### src/hw/rtl/ecd_pkg.sv
// ----------------------------------------------------------------------------
// Event channel dispatcher package
// Shared types, constants and the controller/datapath command structs.
// ----------------------------------------------------------------------------
package ecd_pkg;

	localparam int WORD_BITS_DEF  = 64;
	localparam int NUM_WORDS_DEF  = 8;
	localparam int NUM_LEVELS_DEF = 8;
	localparam int PORT_SLOTS     = 512;
	localparam int PORT_W         = 9;
	localparam int PRIO_W         = 3;
	localparam int UNIT_W         = 16;

	typedef enum logic [1:0] {
		KIND_BIND    = 2'd0,
		KIND_RAISE   = 2'd1,
		KIND_MASK    = 2'd2,
		KIND_SERVICE = 2'd3
	} kind_t;

	typedef struct packed {
		kind_t              kind;
		logic [PORT_W-1:0]  port;
		logic [PRIO_W-1:0]  priority_req;
		logic [UNIT_W-1:0]  unit;
		logic               mask_value;
	} req_t;

	typedef struct packed {
		logic               dispatched;
		logic [PORT_W-1:0]  event_port;
		logic               is_bound;
		logic [UNIT_W-1:0]  event_unit;
		logic [PRIO_W-1:0]  event_priority;
		logic               upcall_flag;
	} rsp_t;

	typedef enum logic [1:0] {
		ST_IDLE,
		ST_SCAN,
		ST_READ,
		ST_DONE
	} state_t;

	// Commands from the controller to the datapath.
	typedef struct packed {
		logic load;
		logic exec;
		logic scan;
		logic emit;
	} ctl_cmd_t;

	// Status from the datapath to the controller.
	typedef struct packed {
		logic is_service;
		logic found;
		logic sel_empty;
	} ctl_sts_t;

endpackage

### src/hw/rtl/ecd_ctrl.sv
// ----------------------------------------------------------------------------
// Event channel dispatcher controller
// Sequences one request: execute, scan snapshot words, read port table, reply.
// ----------------------------------------------------------------------------
module ecd_ctrl import ecd_pkg::*; (
	input  logic     clk,
	input  logic     arst_n,
	input  logic     start,
	output logic     busy,
	input  ctl_sts_t sts,
	output ctl_cmd_t cmd
);

	state_t state_q, state_d;

	// State register.
	always_ff @(posedge clk or negedge arst_n) begin
		if (!arst_n) state_q <= ST_IDLE;
		else         state_q <= state_d;
	end

	// Next state and commands.
	always_comb begin
		state_d = state_q;
		cmd     = '0;
		busy    = 1'b1;
		unique case (state_q)
			ST_IDLE: begin
				busy     = 1'b0;
				cmd.load = start;
				if (start) state_d = ST_SCAN;
			end
			ST_SCAN: begin
				// This state executes the request; the snapshot words are scanned in ST_READ.
				cmd.exec = 1'b1;
				state_d  = ST_READ;
			end
			ST_READ: begin
				// Walk the snapshot one word per cycle until a hit or empty; other kinds go to done.
				if (!sts.is_service || sts.found || sts.sel_empty) begin
					state_d = ST_DONE;
				end else begin
					cmd.scan = 1'b1;
				end
			end
			ST_DONE: begin
				cmd.emit = 1'b1;
				state_d  = ST_IDLE;
			end
			default: state_d = ST_IDLE;
		endcase
	end

endmodule

### config.mk
export PLATFORM = sky130hd
export DESIGN_NAME = ecd_ctrl
export DESIGN_NICKNAME = d
export VERILOG_FILES = /design/src/hw/rtl/ecd_pkg.sv /design/src/hw/rtl/ecd_ctrl.sv
export SDC_FILE = /design/constraint.sdc
export NUM_CORES = 1
export LEC_CHECK = 0
export BUFFER_PORTS_ARGS = -buffer_cell sky130_fd_sc_hd__clkbuf_2
export CAP_MARGIN = 25
export CORE_AREA = 2 2 39 41
export CTS_BUF_LIST = sky130_fd_sc_hd__clkbuf_4 sky130_fd_sc_hd__clkbuf_8 sky130_fd_sc_hd__clkbuf_16
export DETAILED_ROUTE_END_ITERATION = 6
export DIE_AREA = 0 0 41 43
export GPL_TIMING_DRIVEN = 0
export SYNTH_ARGS = -nofsm -noshare
export SYNTH_HDL_FRONTEND = slang
export SYNTH_SLANG_ARGS = --single-unit
### constraint.sdc
create_clock -name clk -period 3.28 [get_ports clk]
set_input_delay 0.164 -clock clk [delete_from_list [all_inputs] [get_ports clk]]
set_output_delay 0.164 -clock clk [all_outputs]
set_load 0.02 [all_outputs]
==> reports/qor.csv <==
metric;value;unit
status;finished clean;
holdCritPathClass;in -> async;
clock_latency;0.22;ns
final_util;0.205;
syn_nets;28;
fin_tns_setup;0;ns
grt-ovfl-total;0;
vias_per_cell;3.34;
place_area;251;um2
crit_start;state_q[0];
slowest_delay;0.36;ns
path_class;reg -> reg;
min_period;1.52;ns
clock_path_buffers;2;
core;1380;um2
firstDrtPassIters;2;
ant_nets;0;
drt_wl_total;330;um
fin_crit_sh;0.462;
die_area;1760;um2
cellLeakagePower;0.000169;uW
synth.distinct_cells;8;
worstPathArrival;1.62;ns
rows;14;
worst_pin_slew;0.169;ns
grt_pass1_wl;552;um
drc;0;
syn_area;181;um2
ys_seq_area_frac;0.276;
synthTopCellsByCount;ha_1, inv_1, dfrtp_1, nor2_1;
rr_startpoint;state_q[0];
synthArstFlopShare;1.00;
endpoint_kind;flip-flop;
top_register;state_q;
pin_count;11;
start_util;0.131;
synthFlopType;dfrtp_1;
clock-root-buffer;clkbuf_4;
post-synth-top-area-fraction;0.345;
reg2reg_slack;1.76;ns
cts_tree;done;
synth_top_area_cell;ha_1;
final_hold_viol_count;0;
post-dp-hpwl;267;um
clock_sinks;2;
drt_iter0_drc;2;
synth_cells;17;
ir_drop;0.144;mV
insertedDiodeCount;0;
synth-edff-count;0;
synth_area_leaders;ha_1, dfrtp_1, inv_1, mux2_4, and4bb_2;
die_h;43;um
vias;157;
powerDensity;892;nW/um2
slew_headroom;0.887;
portBuffers;10;
synthToLayoutAreaGrowth;56.6;%
critical-path-top-delay-family;flip-flops;
slowest_stage;dfrtp_1;
antenna_found_initial;0;
slew_violations;0;
drv_cap;0;
stdcell_area;284;um2
skew;0.000560;ns
critPathBufInv;1;
die_w;41;um
rsz0062_at_grt;no;
largest_reg_flops;2;
cp_max_fo;4;
cts_made_buffers;3;
cts_max_level;1;
fmax;660;MHz
first_global_vias;173;
critPathRequiredTime;3.38;ns
synth_warnings;0;
track_usage;0.0552;
synth_most_common_cell;ha_1;
finalSetupViolCount;0;
top_regs;state_q (2);
drive_gt1_frac;0.516;
crit_chain;inv_1 > ha_1 > and4bb_2 > a21oi_2 > mux2_4;
gp_routability_congestion;0.660;
clk_pin_slew;0.03;ns
post_drt_wl_per_cell;7.02;um
synth_seq_cells;2;
grt_max_degree;5;
post_cts_resized;0;
fin_nets;44;
startpoint_type;flip-flop;
synth_area_per_cell;10.7;um2
[cell usage in the layout (no fill, tap or decap), drive strengths merged]
cell type,instances
dfrtp,2
a21oi,1
nor2,2
dlygate4sd3,1
mux2i,1
ha,5
inv,4
and4bb,1
clkbuf,13
mux2,1
[cells by family after synthesis]
group                      Yosys count  synth area share
AOI/OAI and AO/OA                    1            0.0483
adders and majority gates            5             0.345
buffers and inverters                4            0.0827
DFF                                  2             0.276
muxes                                2             0.138
and+or+nand+nor                      3             0.110
[area by class of cell]
cell class | count | area, um2
clock buffers | 3 | 22.5
inverters | 4 | 15.0
flip-flops and latches | 2 | 50.0
well taps | 16 | 20.0
multi-input cells | 11 | 116
repair buffers | 11 | 60.1
fillers | 161 | 1100
[path summary, 6_finish.rpt]
| path | to | cells past startpoint |
|---|---|---|
| min in group clk | state_q[0] | 4 |
| max in group asynchronous | state_q[1] | 2 |
| min | state_q[0] | 2 |
| max reg2reg | state_q[1] | 5 |
| max | state_q[1] | 5 |
| min reg2reg | state_q[1] | 1 |
[per-stage QoR]
| stage | hold WS (ns) | setup WS, ns | std cells | total power, uW |
|---|---|---|---|---|
| after global placement | -0.0479 | 1.76 | 43 | 198 |
| after CTS | 0.251 | 1.75 | 47 | 262 |
| final | 0.260 | 1.76 | 47 | 253 |
| after floorplan | -0.132 | 1.77 | 17 | 166 |
| after global routing | 0.257 | 1.67 | 47 | 291 |
| after detailed placement | -0.0463 | 1.76 | 43 | 201 |
[per-layer routing]
metal / routed length, um / global-route usage
met4: 0 / 0.100
met1: 104 / 0.0289
met5: 0 / 0
met2: 219 / 0.0875
met3: 6 / 0.0157
[repair_timing]
action / in CTS / in global routing
hold buffers: 1 / 0
setup buffers: 0 / 0
hold endpoints to repair: 2 / 0
[where the power goes]
group          leakage (uW)  internal (uW)  switching, uW  total [uW]
Clock             0.0000138           40.3           13.5        53.8
Sequential        0.0000235           39.0           11.9        51.0
Combinational      0.000131           65.6           83.1         149
No activity file was read; power rests on OpenSTA's default activity.
